===== src/hw/rtl/lfl_queue.sv =====
// lfl_queue: two-entry queue of classified operations between front and back
// no package dependencies

module lfl_queue #(
  parameter int WIDTH = 13
) (
  input  logic             clk,
  input  logic             rst,
  input  logic             wr,
  input  logic [WIDTH-1:0] wr_data,
  output logic             full,
  output logic             rd_valid,
  input  logic             rd_stall,
  output logic [WIDTH-1:0] rd_data
);

  logic [WIDTH-1:0] slots [2];
  logic             wr_ptr;
  logic             rd_ptr;
  logic [1:0]       count;
  logic             rd;

  assign full     = (count == 2'd2);
  assign rd_valid = (count != 2'd0);
  assign rd       = rd_valid && !rd_stall;
  assign rd_data  = slots[rd_ptr];

  always_ff @(posedge clk) begin
    if (wr) begin
      slots[wr_ptr] <= wr_data;
    end
  end

  always_ff @(posedge clk) begin
    if (rst) begin
      wr_ptr <= 1'b0;
      rd_ptr <= 1'b0;
      count  <= 2'd0;
    end else begin
      if (wr) begin
        wr_ptr <= ~wr_ptr;
      end
      if (rd) begin
        rd_ptr <= ~rd_ptr;
      end
      unique case ({wr, rd})
        2'b10:   count <= count + 2'd1;
        2'b01:   count <= count - 2'd1;
        default: count <= count;
      endcase
    end
  end

endmodule


===== config.mk =====
export PLATFORM = sky130hd
export DESIGN_NAME = lfl_queue
export DESIGN_NICKNAME = d
export VERILOG_FILES = /design/src/hw/rtl/lfl_queue.sv
export SDC_FILE = /design/constraint.sdc
export NUM_CORES = 1
export LEC_CHECK = 0
export BUFFER_PORTS_ARGS = -buffer_cell sky130_fd_sc_hd__buf_2
export CAP_MARGIN = 20
export CORE_MARGIN = 1.5
export CORE_UTILIZATION = 53
export CTS_CLUSTER_DIAMETER = 120
export CTS_CLUSTER_SIZE = 40
export DETAILED_ROUTE_END_ITERATION = 10
export GPL_TIMING_DRIVEN = 0
export PLACE_DENSITY = 0.82
export SYNTH_ARGS = -nofsm -noshare
export SYNTH_HDL_FRONTEND = slang
export SYNTH_SLANG_ARGS = --single-unit

===== constraint.sdc =====
create_clock -name clk -period 3.01 [get_ports clk]
set_input_delay 0.7525 -clock clk [delete_from_list [all_inputs] [get_ports clk]]
set_output_delay 0.7525 -clock clk [all_outputs]
set_load 0.1 [all_outputs]

### After elaboration in Yosys (flattened, before gate mapping)

Memories as Yosys holds them, arrays and structs flattened. A register that Yosys moved wholly into a read port is not among the register bits.
Index checks and enable logic that the tools add are counted.

| cells by class | value |
|---|---|
| multiplexer cells | 5 |
| add/subtract/negate cells | 2 |
| reduce and logical (&&, ||, !) cells | 4 |
| bitwise gates (word level) | 2 |
| equal/unequal tests | 3 |

Operators with widths:

| cell | number |
|---|---|
| $eq A2 B2 Y1 const B | 2 |
| $mux W1 | 4 |
| $pmux W2 S2 | 1 |
| $reduce_bool A2 Y1 | 2 |
| $add A2 B1 Y2 const B | 1 |
| $eq A2 B1 Y1 const B | 1 |
| $not A1 Y1 | 2 |
| $sub A2 B1 Y2 const B | 1 |
| $logic_and A1 B1 Y1 | 1 |
| $logic_not A1 Y1 | 1 |

| word-level totals | value |
|---|---|
| logic and storage cells | 20 |
| RAM bits | 26 |
| memories kept | 1 |
| input port bits | 17 |
| register bits | 4 |

Memory list:

| memory | depth | bits a word | rd ports | clocked after Yosys merged registers in | write ports | RTL line | source |
|---|---|---|---|---|---|---|---|
| slots | 2 | 13 | 1 | 1 | 1 | 17 | `logic [WIDTH-1:0] slots [2];` |

### Longest topological paths before layout

Gate-level depths: netlist of the first run.

| depth | value |
|---|---|
| depth in word-level cells | 4 |
| depth in mapped cells | 6 |

### Worst setup path after synthesis of the first run

Ideal clock, no wire load.

| path | value |
|---|---|
| path kind | register -> output |
| start point | register with a tool-made name |
| end point | output port rd_data[0] |
| setup slack | 1.112 ns |
| buffers on the path | 1 |
| required time | 2.257 ns |
| stages on the path, launching flop included | 3 |
| arrival time | 1.145 ns |
| cells stage by stage | dfxtp_1 buf_2 mux2_2 |

RTL lines:

| what | RTL line | source |
|---|---|---|
| end, declared | 14 | `output logic [WIDTH-1:0] rd_data` |

==> results of run 1 <==
cell usage in the layout, fill, tap and decap left out:
cell and instances:
ha_1 1, clkinv_2 1, inv_1 2, buf_6 1, nor2_1 5, edfxtp_1 26, and2_1 1, clkbuf_4 5
or3_1 2, dfxtp_1 5, a21oi_1 3, buf_2 32, clkbuf_1 2, mux2_2 13, o21ai_0 2, and2b_2 1
xnor2_1 2, xor2_1 1
registers in the layout, indices dropped and copies added (netlist names), named ones only:
name    flops
slots      26
count       2
rd_ptr      1
wr_ptr      1
area by class of cell:
class | count | share of cell area (%)
buffer | 1 | 0.357
sequential | 31 | 62.9
tap | 27 | 2.41
inverter | 2 | 0.536
timing repair buffer | 32 | 11.9
multi-input combinational | 31 | 18.3
clock buffer | 7 | 3.22
clock inverter | 1 | 0.357
per-layer routing:
metal  up-vias  share of wire, %  track usage [%]  wire length [um]
met1       295                39             17.5               675
met3         7               8.8             10.0               150
li1        317                 -                -                 -
met4         0               3.0             11.1                51
met5         -                 0                0                 0
met2        23                49             27.3               833
cell families (layout without fill, tap and decap cells):
logic type | count (synthesis) | in the layout | share of synthesized area (%)
AO/OA/AOI/OAI | 5 | 5 | 2.18
AND/OR/NAND/NOR | 9 | 9 | 4.03
adder cells (fa/ha/maj) | 1 | 1 | 1.09
buffers and inverters | 3 | 43 | 1.09
flip-flops | 31 | 31 | 76.6
multiplexers | 13 | 13 | 12.7
XOR/XNOR | 3 | 3 | 2.29
final timing paths:
| kind | endpoint | slack, ns | start |
|---|---|---|---|
| worst min-delay path | count[1] | 0.52 | count[1] |
| worst max-delay path | rd_data[5] | 0.60 | flop |
| worst min register to register | count[1] | 0.52 | count[1] |
| worst max register to register | count[1] | 1.52 | count[1] |
metrics by stage:
step / instance area [sq um] / std cells / power (W)
2_1_floorplan: 1150 / 65 / 0.00105
5_1_grt: 1400 / 132 / 0.00139
6_report: 1400 / 132 / 0.00133
3_5_place_dp: 1340 / 123 / 0.00112
3_3_place_gp: 1340 / 123 / 0.00111
4_1_cts: 1390 / 131 / 0.00134
power by group through the flow:
stage / Combinational (W) / Clock [W] / Sequential [W]
finish: 0.000581 / 0.000218 / 0.000534
global route: 0.000605 / 0.000247 / 0.000542
global placement: 0.000572 / 0 / 0.000541
CTS: 0.000581 / 0.000227 / 0.000535
detailed placement: 0.000578 / 0 / 0.000545
floorplan: 0.000513 / 0 / 0.000537
worst register-to-register path, delay by kind of cell, from the launching register on:
family / cells / cell delay [ns]
simple gates: 3 / 0.63
flops: 1 / 0.34
fa+ha+maj: 1 / 0.31
compound gates: 1 / 0.14
==> flow_summary.toml, run 1 <==
[global_route]
grt_pass1_wl_mm = 2.91
grt_usage_pct = 17.4
grt_overflow = 0
grt_pass1_vias = 651
antenna_found_initial = 0
grt_max_degree = 14

[floorplanning]
initial_core_util_pct = 57.4
die_w_um = 49.6
coreArea_sq_um = 2000
dieArea_sq_um = 2460
ioPinCount = 32
row_count = 16
die_h_um = 49.6

[pwr]
ir_drop_mv = 0.678
power.leakage_nw = 0.553
p_seq_share_pct = 40.1
p_switching_w = 0.000611
swShare_pct = 45.8
comb_power_share_pct = 43.6
power_density_nw_per_um2 = 952
pwr-share-clk_pct = 16.3
p_int_w = 0.000722

[placed_design]
globalplace.congestion = 0.663
dp_hpwl_mm = 1.17
numPortBuffers = 31
dp_slack_ns = 0.873

[cells_and_area]
drive_above_1_share_pct = 50.5
regArea_sq_um = 881
fillers = 146
fin_util_pct = 69.9
num-nets-final = 122
n_antenna_cell = 0
syn2layout_area_growth_pct = 21.8
multi_input_area_sq_um = 256

[sta]
final-setup-viol-count = 0
fin_ws_ns = 0.595
relSlewSlack_pct = 61.1
final_hold_viol_count = 0
worst_slew_pin_slew_ns = 0.584
slew_viol_final = 0
layout_min_cycle_time_ns = 2.41
timing.setup.tns_ns = 0
fmax_ghz = 0.414
fin_crit_sh_pct = 80.2
rsz0062_at_grt = "no"
fin_worst_skew_ns = 0.00568
timing.hold.ws_ns = 0.524

[routing]
wire_per_inst_um = 13.0
drtIter0Drc = 4
drc = 0
drtPass1Iterations = 4
routed_wl_mm = 1.71
vias = 642
via_per_inst = 4.86
final_antenna_net_count = 0

[outcome]
status = "completed"

[setup_path]
cp_slowest_cell = "dfxtp_1"
critPathMaxStageDelay_ns = 0.40
r2r_cells = 5
cp_top_family = "buffers and inverters"
crit_path_cell_trace = "buf_2 -> mux2_2 -> buf_2"
path_common_cell = "buf_2"
required_ns = 2.26
worstSetupPathType = "reg2out"
worstSetupPathDepth = 3
crit_path_end_kind = "output port"
crit_path_max_fanout = 10
crit_buf_inv = 2
worstSetupStartpointType = "flop"
crit_arrival_ns = 1.66

[clocking]
cts_buffers = 5
clock_latency_ns = 0.33
clockRootBuffer = "clkbuf_4"
cts_tree = "built"
htreeDepth = 2
clk_pin_slew_worst_paths_ns = 0.09
cts_setup_buffers = 0
cts_resized = 0
cts_hold_buf = 0
cts_buffer_depth = 2
cts_sinks = 31

[synth]
syn_area_sq_um = 1150
synth_edf_count = 26
synth.top_cell.area_share_pct = 67.9
synth_fp_nets = 83
synthTopCellsByCount = "edfxtp_1 (26), mux2_2 (13), dfxtp_1 (5), nor2_1 (5), a21oi_1 (3)"
ys_seq_area_share_pct = 76.6
avgSynthCellArea_sq_um = 17.7
yosysTopAreaCell = "edfxtp_1"
synth.area.top_cells = "edfxtp_1 (68%), mux2_2 (13%), dfxtp_1 (8.7%)"
ys_warn_count = 0
synth_ff_type = "edfxtp_1"
ys_seq_elements = 31
synthCells = 65
yosysMostFrequentCell = "edfxtp_1"
ys_types = 14
synth-async-reset-ratio_pct = 0

[min_path]
hold_depth = 2
hold_path_class = "reg2reg"

[job]
maxCapViolCount = 0
(Power assumes the default switching activity.)
==> inputs of run 2 (changes only) <==
- ABC_AREA: default -> 1
- CORE_UTILIZATION: 53 -> 45
- PLACE_DENSITY: 0.82 -> 0.73
- clock period: 3.01 -> 2.08 ns (I/O delays scaled with it)
==> flow_summary.toml, run 2 <==
[floorplanning]
row_count = 18
dieArea_sq_um = 3040
initial_core_util_pct = 48.6
die_h_um = 55.2
coreArea_sq_um = 2520
die_w_um = 55.2
ioPinCount = 32

[clocking]
cts_setup_buffers = 0
cts_tree = "built"
clockRootBuffer = "clkbuf_4"
cts_buffers = 5
cts_buffer_depth = 2
cts_sinks = 31
clock_latency_ns = 0.32
clk_pin_slew_worst_paths_ns = 0.09
htreeDepth = 2

[cells_and_area]
largest_register_ffs = 26
top_register = "slots"
n_antenna_cell = 0
syn2layout_area_growth_pct = 23.0
drive_above_1_share_pct = 49.2
mostFrequentLayoutCell = "edfxtp_1"
reg.largest.list = "slots x26, count x2"
layout_common_cells = "edfxtp_1 (26), buf_2 (21), mux2_4 (10), buf_4 (10), nor2_1 (9)"
num-nets-final = 135

[placed_design]
dp_hpwl_mm = 1.28
globalplace.congestion = 0.631
numPortBuffers = 31

[sta]
fin_crit_sh_pct = 96.8
timing.hold.ws_ns = 0.383
layout_min_cycle_time_ns = 2.01
relSlewSlack_pct = 63.5
final-setup-viol-count = 0
final_hold_viol_count = 0
fin_worst_skew_ns = 0.00516
slew_viol_final = 0
rsz0062_at_grt = "no"
timing.setup.tns_ns = 0
fmax_ghz = 0.497
worst_slew_pin_slew_ns = 0.548

[pwr]
ir_drop_mv = 0.638
power_density_nw_per_um2 = 1040
power.leakage_nw = 0.641

[global_route]
grt_pass1_vias = 630
grt_max_degree = 15
antenna_found_initial = 0
grt_pass1_wl_mm = 2.61
grt_usage_pct = 13.8
grt_overflow = 0

[synth]
synthTopCellsByCount = "edfxtp_1 (26), mux2_4 (10), nor2_1 (10)"
syn_area_sq_um = 1220
synth.top_cell.area_share_pct = 63.7
ys_seq_area_share_pct = 71.9
synth.area.top_cells = "edfxtp_1 (64%), mux2_4 (12%), dfxtp_1 (8.2%)"
yosysTopAreaCell = "edfxtp_1"
synth_fp_nets = 96
synth-async-reset-ratio_pct = 0
synth_edf_count = 26
yosysMostFrequentCell = "edfxtp_1"
ys_types = 16
ys_seq_elements = 31
ys_warn_count = 0
synthCells = 78
avgSynthCellArea_sq_um = 15.7
synth_ff_type = "edfxtp_1"

[routing]
final_antenna_net_count = 0
wire_per_inst_um = 12.1
drc = 0
routed_wl_mm = 1.79
vias = 715
drtPass1Iterations = 3
via_per_inst = 4.83
drtIter0Drc = 8

[setup_path]
crit_arrival_ns = 1.49
worstSetupStartpointType = "flop"
required_ns = 1.56
crit_path_end_kind = "output port"
worstSetupPathType = "reg2out"
crit_path_max_fanout = 10

[min_path]
hold_path_class = "in2reg"

[job]
maxCapViolCount = 0

[outcome]
status = "completed"
run 2: cells by family after synthesis:
kind of cell,synth area share [%]
AOI/OAI and AO/OA,1.53
buffers and inverters,3.98
muxes,15.0
DFF,71.9
adders and majority gates,1.02
and+or+nand+nor,6.54
run 2: through the flow:
| step | utilization, % | setup WS, ns | cells | cell area [sq um] | power (W) |
|---|---|---|---|---|---|
| final | 59.7 | 0.0675 | 148 | 1510 | 0.00156 |
| after global routing | 59.7 | 0.00113 | 148 | 1510 | 0.00163 |
| after CTS | 59.3 | 0.0333 | 147 | 1500 | 0.00158 |
| after detailed placement | 56.3 | 0.124 | 139 | 1420 | 0.00125 |
| after global placement | 56.3 | 0.164 | 139 | 1420 | 0.00124 |
| after floorplan | - | 0.387 | 78 | 1230 | 0.00118 |
run 2: repair_timing:
item | 4_1_cts | 5_1_grt
setup endpoints to repair | 10 | 0
resized for setup | 10 | 0
hold buffers | 0 | 0
run 2: path summary, 6_finish.rpt:
kind,cells past startpoint,from,end,slack (ns)
worst max-delay path,3,flop,rd_data[3],0.07
worst min-delay path,1,wr_data[3],slots[0][3],0.38
worst max register to register,10,count[1],count[1],0.73
worst min register to register,2,wr_ptr,wr_ptr,0.52
run 2: final cells by class:
cell class / instances / area, sq um
repair buffers: 32 / 191
multi-input cells: 36 / 298
flip-flops and latches: 31 / 881
inverters: 10 / 37.5
fillers: 212 / 1020
clock buffers: 7 / 45.0
clock inverters: 1 / 5.00
plain buffers: 1 / 11.3
well taps: 30 / 37.5
run 2: power by group:
group	switching (W)	internal (W)
registers	0.0000195	0.000717
logic	0.000385	0.000128
clock network	0.000180	0.000131
run 2: routing by layer:
metal	track usage [%]	vias up	share of wire (%)	wire length, um
li1	-	352	-	-
met1	13.1	330	38	680
met2	22.8	25	52	933
met3	5.65	8	6.2	111
met4	12.2	0	3.4	61
met5	0	-	0	0
run 2: critical path, stage by stage (launching register included):
cell and delay [ns]:
dfxtp_1 0.41, buf_6 0.21, mux2_4 0.31, buf_4 0.23
