`src/hw/rtl/lfl_pkg.sv`:
```
// lfl_pkg: shared types and codes for the linked free list with stall count
// no dependencies

package lfl_pkg;

  localparam int OP_BITS = 3;

  localparam logic [2:0] FUNC_PUSH         = 3'd0;
  localparam logic [2:0] FUNC_POP          = 3'd1;
  localparam logic [2:0] FUNC_POP_STALL    = 3'd2;
  localparam logic [2:0] FUNC_PUSH_UNSTALL = 3'd3;
  localparam logic [2:0] FUNC_PUSH_HANDOFF = 3'd4;

  localparam logic [1:0] STATUS_OK       = 2'd0;
  localparam logic [1:0] STATUS_OVERFLOW = 2'd1;
  localparam logic [1:0] STATUS_NULL     = 2'd2;

  typedef enum logic [OP_BITS-1:0] {
    OP_PUSH         = 3'd0,
    OP_POP          = 3'd1,
    OP_POP_STALL    = 3'd2,
    OP_PUSH_UNSTALL = 3'd3,
    OP_PUSH_HANDOFF = 3'd4,
    OP_NULL_PUSH    = 3'd5,
    OP_NOP          = 3'd6
  } op_code_t;

  typedef enum logic [1:0] {
    S_RUN      = 2'b01,
    S_POP_WAIT = 2'b10
  } back_state_t;

endpackage

```
`src/hw/rtl/lfl_front.sv`:
```
// lfl_front: accepts input transactions and classifies them into list operations
// depends on lfl_pkg; feeds lfl_queue

module lfl_front #(
  parameter int BATCH_BITS = 4,
  parameter int INDEX_BITS = 6
) (
  input  logic                                        item_valid,
  output logic                                        item_stall,
  input  logic [2:0]                                  func,
  input  logic [BATCH_BITS+INDEX_BITS-1:0]            entry_link,
  input  logic                                        q_full,
  output logic                                        q_wr,
  output logic [lfl_pkg::OP_BITS+BATCH_BITS+INDEX_BITS-1:0] q_wr_data
);

  localparam int LINK_BITS = BATCH_BITS + INDEX_BITS;

  logic             is_null;
  lfl_pkg::op_code_t code;

  assign is_null = (entry_link[LINK_BITS-1 -: BATCH_BITS] == {BATCH_BITS{1'b1}});

  always_comb begin
    unique case (func)
      lfl_pkg::FUNC_PUSH:         code = is_null ? lfl_pkg::OP_NULL_PUSH : lfl_pkg::OP_PUSH;
      lfl_pkg::FUNC_POP:          code = lfl_pkg::OP_POP;
      lfl_pkg::FUNC_POP_STALL:    code = lfl_pkg::OP_POP_STALL;
      lfl_pkg::FUNC_PUSH_UNSTALL: code = is_null ? lfl_pkg::OP_NULL_PUSH
                                                 : lfl_pkg::OP_PUSH_UNSTALL;
      lfl_pkg::FUNC_PUSH_HANDOFF: code = is_null ? lfl_pkg::OP_NULL_PUSH
                                                 : lfl_pkg::OP_PUSH_HANDOFF;
      default:                    code = lfl_pkg::OP_NOP;
    endcase
  end

  assign item_stall = q_full;
  assign q_wr       = item_valid && !q_full;
  assign q_wr_data  = {code, entry_link};

endmodule

```
`config.mk`:
```
export PLATFORM = sky130hd
export DESIGN_NAME = lfl_front
export DESIGN_NICKNAME = d
export VERILOG_FILES = /design/src/hw/rtl/lfl_pkg.sv /design/src/hw/rtl/lfl_front.sv
export SDC_FILE = /design/constraint.sdc
export NUM_CORES = 1
export LEC_CHECK = 0
export ABC_AREA = 1
export BUFFER_PORTS_ARGS = -buffer_cell sky130_fd_sc_hd__buf_4
export CAP_MARGIN = 20
export CORE_AREA = 2 2 39 41
export DETAILED_ROUTE_END_ITERATION = 10
export DIE_AREA = 0 0 41 43
export PLACE_DENSITY = 0.51
export SLEW_MARGIN = 40
export SYNTH_ARGS = -nofsm -noshare
export SYNTH_HDL_FRONTEND = slang
export SYNTH_SLANG_ARGS = --single-unit
```
`constraint.sdc`:
```
create_clock -name vclk -period 0.95
set_clock_uncertainty 0.1 [all_clocks]
set_input_delay 0.095 -clock vclk [all_inputs]
set_output_delay 0.095 -clock vclk [all_outputs]
set_load 0.05 [all_outputs]
```
* Yosys cells after proc, flatten, opt, wreduce, memory -nomap -nowiden
Cells that the tools add are included.
W data, S select, Z words.
** Cells by class
- Reduce and logical (&&, ||, !) cells :: 3
- Equality and inequality tests :: 5
- Muxes and demuxes :: 4
** Operators by type and width (number)
- $pmux W3 S5 :: 1
- $eq A3 B2 Y1 const B :: 2
- $mux W3 :: 2
- $eq A4 B4 Y1 const B :: 1
- $eq A3 B1 Y1 const B :: 1
- $eq A3 B3 Y1 const B :: 1
- $logic_not A3 Y1 :: 1
- $logic_and A1 B1 Y1 :: 1
- $logic_not A1 Y1 :: 1
- $mux W1 :: 1
** Storage, ports and cells
- Register bits after elaboration :: 0
- Logic and storage cells :: 12
- Output and inout bits :: 15

* Depth between registers and ports, before layout
Gate-level depths: netlist of run 1.
- Depth in word-level cells :: 3
- Mapped depth :: 5
- Depth with buffers taken out :: 5

* Worst setup path before layout of run 1
OpenSTA, ideal clock, no wires.
- Path kind :: input -> output
- Start point :: input port func[2]
- End point :: output port q_wr_data[11] (netlist bit)
- Data arrival time :: 1.302 ns
- Cell stages on the path :: 3
- Slack :: -0.547 ns
- Buffers on the path :: 0
- Required time :: 0.755 ns
- Cell sequence :: inv_1 nand3_1 o21ai_0
** On the way
- Word-level cells in the longest chain between the ends :: 2
** Ends and longest elaborated chain
- start: declaration :: RTL line lfl_front.sv:10 : input logic [2:0] func,
- $eq A3 B3 Y1, or another cell as far along :: RTL line lfl_front.sv:25 : unique case (func)
- $pmux W3 S5 (*) :: RTL line lfl_front.sv:25
- end: declaration :: RTL line lfl_front.sv:14 : output logic [lfl_pkg::OP_BITS+BATCH_BITS+INDEX_BITS-1:0] q_wr_data
Mark *: on every way between the ends. The rest lies on a longest branch, timed or not.

* Worst setup path in the final report of run 1
- Start point :: input port entry_link[7]
- End point :: output port q_wr_data[11] (netlist bit)
** On the way
- Word-level cells in the longest chain between the ends :: 3
** Ends and longest elaborated chain
- start: declaration :: RTL line lfl_front.sv:11 : input logic [BATCH_BITS+INDEX_BITS-1:0] entry_link,
- $eq A4 B4 Y1 :: RTL line lfl_front.sv:22 : assign is_null = (entry_link[LINK_BITS-1 -: BATCH_BITS] == {BATCH_BITS{1'b1}});
- $mux W3 :: RTL line lfl_front.sv:29 : lfl_pkg::FUNC_PUSH_UNSTALL: code = is_null ? lfl_pkg::OP_NULL_PUSH
- $pmux W3 S5 :: RTL line lfl_front.sv:25
No other way between the ends.

==> metrics, run 1 <==
status completed; vias in the first global route 144; fmax 1.09 GHz; Leak 0.163 nW; Post-Syn Instances 32; maximum vdd drop 0.163 mV; gpl congestion 0.653; total power 0.202 mW; DRC viols 0; final wirelength 383 um; Inserted Diodes 0; register area share after synthesis 0%; YS warnings 0; Total Nets Final 57; DIE HEIGHT 43 um; layout cell share with drive strength beyond 1 70.0%; hold_ws 90.0 ps; # clk buffers 0; DRT Pass-1 Iters 1; Setup TNS 0 ps; crit path to q_wr_data[11]; largest net degree at the start of global routing 5; share of Yosys cell area claimed by the top area cell type 49.3%; # IOs 30; post-placement setup slack -49.9 ps; placed insts 56; DRT antenna net count 0; most frequent CP cell buf_4; 1st-iter DRT viols 0; Power Density 669 mW/mm2; commonest cells in the netlist buf_4 (11), nand2_1 (7), nor2_1 (6); final setup vio count 0; endpoints failing hold 0; IO buf count 18; overall global routing resource usage 3.20%; crit path launch entry_link[7]; buffer count from post-CTS setup fixing 0; sequential power share 0%; Final min period 921 ps; post-synth cell types 8; required time worst endpoint 750 ps; initial antenna violation count 0; Net Sw Frac 62.4%; slowest CP cell buf_6; Synth area leader buf_4; Slew Limit Fails 0; fin cells 56; top cells by area, synth buf_4 (49%), nand2_1 (16%), nor2_1 (13%); crit share post-route 97.0%; Syn Area/Cell 5.24 um2; slowest stage delay, CP 170 ps; FP Rows 14; Core Area 0.00138 mm2; CP Max Fanout 3; Cell Int Power 0.0758 mW; Final HPWL DP 340 um; area delta synth->final 79.9%; Post-CTS Hold Buffers 0; Final WS setup 28.7 ps; syn nets 47; crit-path cells buf_4 -> nand2_4 -> nor2_4 -> buf_4 -> o21ai_2 -> buf_6; combinational share of power 100.0%; worst slew pin tran 202 ps; Initial Util 12.1%; RSZ-0062 raised after global routing no; Hold Crit Class input pin to primary output; number of vias per cell 3.41; crit end category primary output; first-pass GRT wire length 427 um; Avg WL per Cell 6.84 um; Worst Setup Path Type input pin to primary output; count leader, synth buf_4; net load switching power 0.126 mW; Die X 41 um; die footprint 0.00176 mm2; CP Launch Type input pin; headroom to the max-slew limit 86.4%; GRT overflow 0; seq_cells 0; Cell Area, Synth 168 um2; Max-Cap Viols 0; vias after detailed routing 191; register area 0 um2; Clock power frac 0%; Crit path arrival time 730 ps
## power groups by stage
| stage | clock, mW | combinational (mW) | sequential [mW] |
|---|---|---|---|
| 6_report | 0 | 0.202 | 0 |
| 3_3_place_gp | 0 | 0.183 | 0 |
| 5_1_grt | 0 | 0.212 | 0 |
| 3_5_place_dp | 0 | 0.184 | 0 |
| 4_1_cts | 0 | 0.202 | 0 |
| 2_1_floorplan | 0 | 0.194 | 0 |
## logic make-up after synthesis
group                  count (synthesis)  share of synthesized area (%)
AOI/OAI and AO/OA                      2                           5.97
and+or+nand+nor                       15                           35.8
buffers and inverters                 15                           58.2
## area by class of cell
cell class                      count  area, um2
Timing Repair Buffer               19        158
Inverter                            4       15.0
Tap cell                           16       20.0
Multi-Input combinational cell     17        109
Fill cell                         170       1080
## worst min-delay path by stage
| stage | to | from | cells past startpoint |
|---|---|---|---|
| finish | q_wr_data[0] | entry_link[0] | 0 |
| global placement | q_wr_data[5] | entry_link[5] | 0 |
| detailed placement | q_wr_data[5] | entry_link[5] | 0 |
| global route | q_wr_data[0] | entry_link[0] | 0 |
| floorplan | q_wr | q_full | 1 |
| CTS | q_wr_data[5] | entry_link[5] | 0 |
## cell usage in the layout (no fill, tap or decap), drive strengths merged
| cell type | instances |
|---|---|
| buf | 19 |
| inv | 4 |
| nand2 | 7 |
| nand3 | 1 |
| nor2 | 7 |
| o21ai | 2 |
## through the flow
step / util, % / area [um2]
after CTS: 21.6 / 299
final: 21.8 / 302
after global routing: 21.8 / 302
after global placement: 18.9 / 262
after floorplan: - / 181
after detailed placement: 18.9 / 262
## critical path, delay by kind of cell
kind / cells / cell delay (ps)
buf+inv: 3 / 410
simple gates: 2 / 90
compound gates: 1 / 120
## routing by layer
layer / global-route usage, % / share of wire, % / vias up
met3: 0 / 12 / 0
li1: - / - / 100
met5: 0 / 0 / -
met2: 6.88 / 55 / 11
met4: 0 / 0 / 0
met1: 3.16 / 32 / 80
## repair_timing
| action | CTS | global route |
|---|---|---|
| endpoints found under the setup margin | 2 | 2 |
| pin swaps | 4 | 1 |
| gates cloned | 0 | 0 |
| gates resized for setup | 10 | 1 |
Note: power is estimated with default switching activity, not from simulation.
==> inputs of run 2 (changes only) <==
--- a/config.mk
+++ b/config.mk
@@ -12,7 +12,6 @@
 export DETAILED_ROUTE_END_ITERATION = 10
 export DIE_AREA = 0 0 41 43
 export PLACE_DENSITY = 0.51
-export SLEW_MARGIN = 40
 export SYNTH_ARGS = -nofsm -noshare
 export SYNTH_HDL_FRONTEND = slang
 export SYNTH_SLANG_ARGS = --single-unit
==> constraint.sdc (replaced) <==
create_clock -name vclk -period 1
set_clock_uncertainty 0.1 [all_clocks]
set_input_delay 0.1 -clock vclk [all_inputs]
set_output_delay 0.1 -clock vclk [all_outputs]
set_load 0.05 [all_outputs]
==> metrics, run 2 (synthesized netlist as in run 1, its figures left out) <==
# clk buffers 0; Final min period 905 ps; endpoints failing hold 0; DIE HEIGHT 43 um; Initial Util 12.1%; Core Area 0.00138 mm2; vias after detailed routing 186; CP Launch Type input pin; Clock power frac 0%; stages on the worst setup path 6; Net Sw Frac 64.3%; crit end category primary output; gpl congestion 0.629; Avg WL per Cell 6.49 um; largest net degree at the start of global routing 5; Placed Area 243 um2; Leak 0.142 nW; required time worst endpoint 800 ps; Max-Cap Viols 0; headroom to the max-slew limit 91.5%; fmax 1.10 GHz; sequential power share 0%; CP Max Fanout 3; post-placement setup slack 20.1 ps; vias in the first global route 137; slowest stage delay, CP 160 ps; overall global routing resource usage 3.50%; WHS Path Cells 0; Final WS setup 94.7 ps; Slew Limit Fails 0; most frequent CP cell nor2_2; Hold Crit Class input pin to primary output; CP top delay family simple AND/OR/NAND/NOR gates; slowest CP cell buf_6; 1st-iter DRT viols 4; IO buf count 18; register area 0 um2; Final HPWL DP 330 um; combinational share of power 100.0%; Worst Setup Path Type input pin to primary output; Power Density 671 mW/mm2; layout cell share with drive strength beyond 1 59.0%; status completed; DRT Pass-1 Iters 4; seq_cells 0; Cell Int Power 0.0614 mW; final wirelength 357 um; maximum vdd drop 0.181 mV; DRT antenna net count 0; end of the worst hold path q_wr_data[0]; RSZ-0062 raised after global routing no; Inserted Diodes 0; commonest cells after routing, fill and taps aside buf_4 (17), nand2_1 (7), inv_1 (3), nor2_1 (3), nor2_2 (3); # IOs 30; Die X 41 um; DRC viols 0; Total Nets Final 56; worst slew pin tran 126 ps; final core occ 18.5%; number of vias per cell 3.38; FP Rows 14; final setup vio count 0; total power 0.172 mW; initial antenna violation count 0; commonest non-fill, non-tap cell in the layout buf_4; crit path launch entry_link[8]; GRT overflow 0; post-route cell area 256 um2; die footprint 0.00176 mm2; Crit path arrival time 710 ps; Post-CTS Hold Buffers 0; CP bufs+invs 2; crit-path cells buf_4 -> nand2_1 -> nor2_4 -> nor2_2 -> nor2_2 -> buf_6; first-pass GRT wire length 483 um; area delta synth->final 53.0%; net load switching power 0.111 mW; hold_sp entry_link[0]; crit share post-route 90.5%
## run 2: changes by cell type in the layout (fill, tap and decap cells not counted)
cell / delta
buf_6: -3
buf_4: +2
nand2_1: +2
nand2_4: -2
nor2_1: +1
nor2_4: -1
o21ai_1: +1
o21ai_2: -1
## run 2: per-layer routing
metal	global-route usage (%)	part of all wire, %	routed length, um	up-vias
met1	4.75	39	140	78
met2	5.63	41	146	10
met5	0	0	0	-
li1	-	-	-	98
met3	0.524	19	69	0
met4	0.667	0	0	0
## run 2: metrics by stage
stage          cells  TNS (ps)  hold slack (ps)
6_report          55         0              100
5_1_grt           55         0              100
4_1_cts           55         0              100
3_5_place_dp      55         0              100
3_3_place_gp      55         0              100
2_1_floorplan     32      -129              267
## run 2: worst max-delay path by stage
stage	endpoint	slack, ps
after detailed placement	q_wr_data[10]	20
after global placement	q_wr_data[10]	50
final	q_wr_data[10]	90
after global routing	q_wr_data[10]	20
after floorplan	q_wr_data[11]	-130
after CTS	q_wr_data[10]	20
## run 2: power groups by stage
stage               registers [mW]  logic [mW]  clock network (mW)
finish                           0       0.172                   0
global route                     0       0.183                   0
CTS                              0       0.168                   0
detailed placement               0       0.167                   0
global placement                 0       0.168                   0
floorplan                        0       0.179                   0
## run 2: layout make-up
cell class         count  area, um2
fillers              166       1130
repair buffers        18        139
multi-input cells     17       82.6
well taps             16       20.0
inverters              4       15.0
## run 2: timing repair
action                     CTS  global route
hold endpoints to repair     0             0
gates resized for setup      0             4
setup buffers                0             0
setup endpoints to repair    0             3
==> inputs of run 3 (changes only) <==
--- a/config.mk
+++ b/config.mk
@@ -12,6 +12,7 @@
 export DETAILED_ROUTE_END_ITERATION = 10
 export DIE_AREA = 0 0 41 43
 export PLACE_DENSITY = 0.51
+export RECOVER_POWER = 50
 export SYNTH_ARGS = -nofsm -noshare
 export SYNTH_HDL_FRONTEND = slang
 export SYNTH_SLANG_ARGS = --single-unit
==> metrics, run 3 (synthesized netlist as in run 1, its figures left out) <==
status completed; Final min period 905 ps; DRT Pass-1 Iters 4; DRC viols 0; # clk buffers 0; fin cells 55; IO buf count 18; Final HPWL DP 330 um; register area 0 um2; most frequent CP cell nor2_2; endpoints failing hold 0; final wirelength 356 um; Avg WL per Cell 6.47 um; Worst Setup Path Type input pin to primary output; CP top delay family simple AND/OR/NAND/NOR gates; seq_cells 0; Power Density 673 mW/mm2; Setup TNS 0 ps; first-pass GRT wire length 483 um; number of vias per cell 3.38; layout cell share with drive strength beyond 1 56.4%; Die X 41 um; crit end category primary output; initial antenna violation count 0; DIE HEIGHT 43 um; DRT antenna net count 0; Inserted Diodes 0; overall global routing resource usage 3.50%; largest net degree at the start of global routing 5; Hold Crit Class input pin to primary output; Max-Cap Viols 0; hold_ws 100 ps; vias after detailed routing 186; WHS Path Cells 0; fmax 1.10 GHz; Leak 0.138 nW; Crit path arrival time 710 ps; CP bufs+invs 2; Total Nets Final 56; Slew Limit Fails 0; commonest cells after routing, fill and taps aside buf_4 (16), nand2_1 (7), inv_1 (3), nor2_1 (3), nor2_2 (3); Placed Area 243 um2; die footprint 0.00176 mm2; post-placement setup slack 20.1 ps; GRT overflow 0; commonest non-fill, non-tap cell in the layout buf_4; hold_sp entry_link[0]; vias in the first global route 137; slowest stage delay, CP 160 ps; end of the worst hold path q_wr_data[0]; Core Area 0.00138 mm2; CP Launch Type input pin; crit-path cells buf_4 -> nand2_1 -> nor2_4 -> nor2_2 -> nor2_2 -> buf_6; post-route cell area 253 um2; headroom to the max-slew limit 60.9%; # IOs 30; 1st-iter DRT viols 4; placed insts 55; Final WS setup 94.7 ps; worst slew pin tran 589 ps; stages on the worst setup path 6; Post-CTS Hold Buffers 0; FP Rows 14; slowest CP cell buf_6; RSZ-0062 raised after global routing no; area delta synth->final 50.7%; gpl congestion 0.629; crit share post-route 90.5%; CP Max Fanout 3; maximum vdd drop 0.181 mV; Initial Util 12.1%; required time worst endpoint 800 ps; final setup vio count 0
-- run 3: what timing repair did --
item | 4_1_cts | 5_1_grt
gates resized for setup | 0 | 4
hold endpoints to repair | 0 | 0
setup endpoints to repair | 0 | 3
buffers inserted | 0 | 0
-- run 3: layout make-up --
cell class | instances | area, um2
well taps | 16 | 20.0
fillers | 166 | 1130
multi-input cells | 17 | 82.6
repair buffers | 18 | 135
inverters | 4 | 15.0
-- run 3: how the worst max path moves through the flow --
stage	startpoint	to
after floorplan	func[2]	q_wr_data[11]
after global placement	entry_link[7]	q_wr_data[10]
after detailed placement	entry_link[7]	q_wr_data[10]
after CTS	entry_link[7]	q_wr_data[10]
after global routing	entry_link[8]	q_wr_data[10]
final	entry_link[8]	q_wr_data[10]
-- run 3: through the flow --
stage                     utilization (%)  power [mW]
after floorplan                         -       0.179
after global placement               17.5       0.168
after detailed placement             17.5       0.167
after CTS                            17.5       0.168
after global routing                 18.3       0.181
final                                18.3       0.170
-- run 3: report_power, final --
| group | leakage [nW] | total, mW | switching [mW] | internal (mW) |
|---|---|---|---|---|
| Sequential | 0 | 0 | 0 | 0 |
| Clock | 0 | 0 | 0 | 0 |
| Combinational | 0.138 | 0.170 | 0.111 | 0.0595 |
-- run 3: layer usage --
layer	routed length [um]	GRT usage, %	share of wire (%)
met5	0	0	0
met4	0	0.667	0
met3	69	0.524	19
met2	146	5.63	41
met1	139	4.75	39
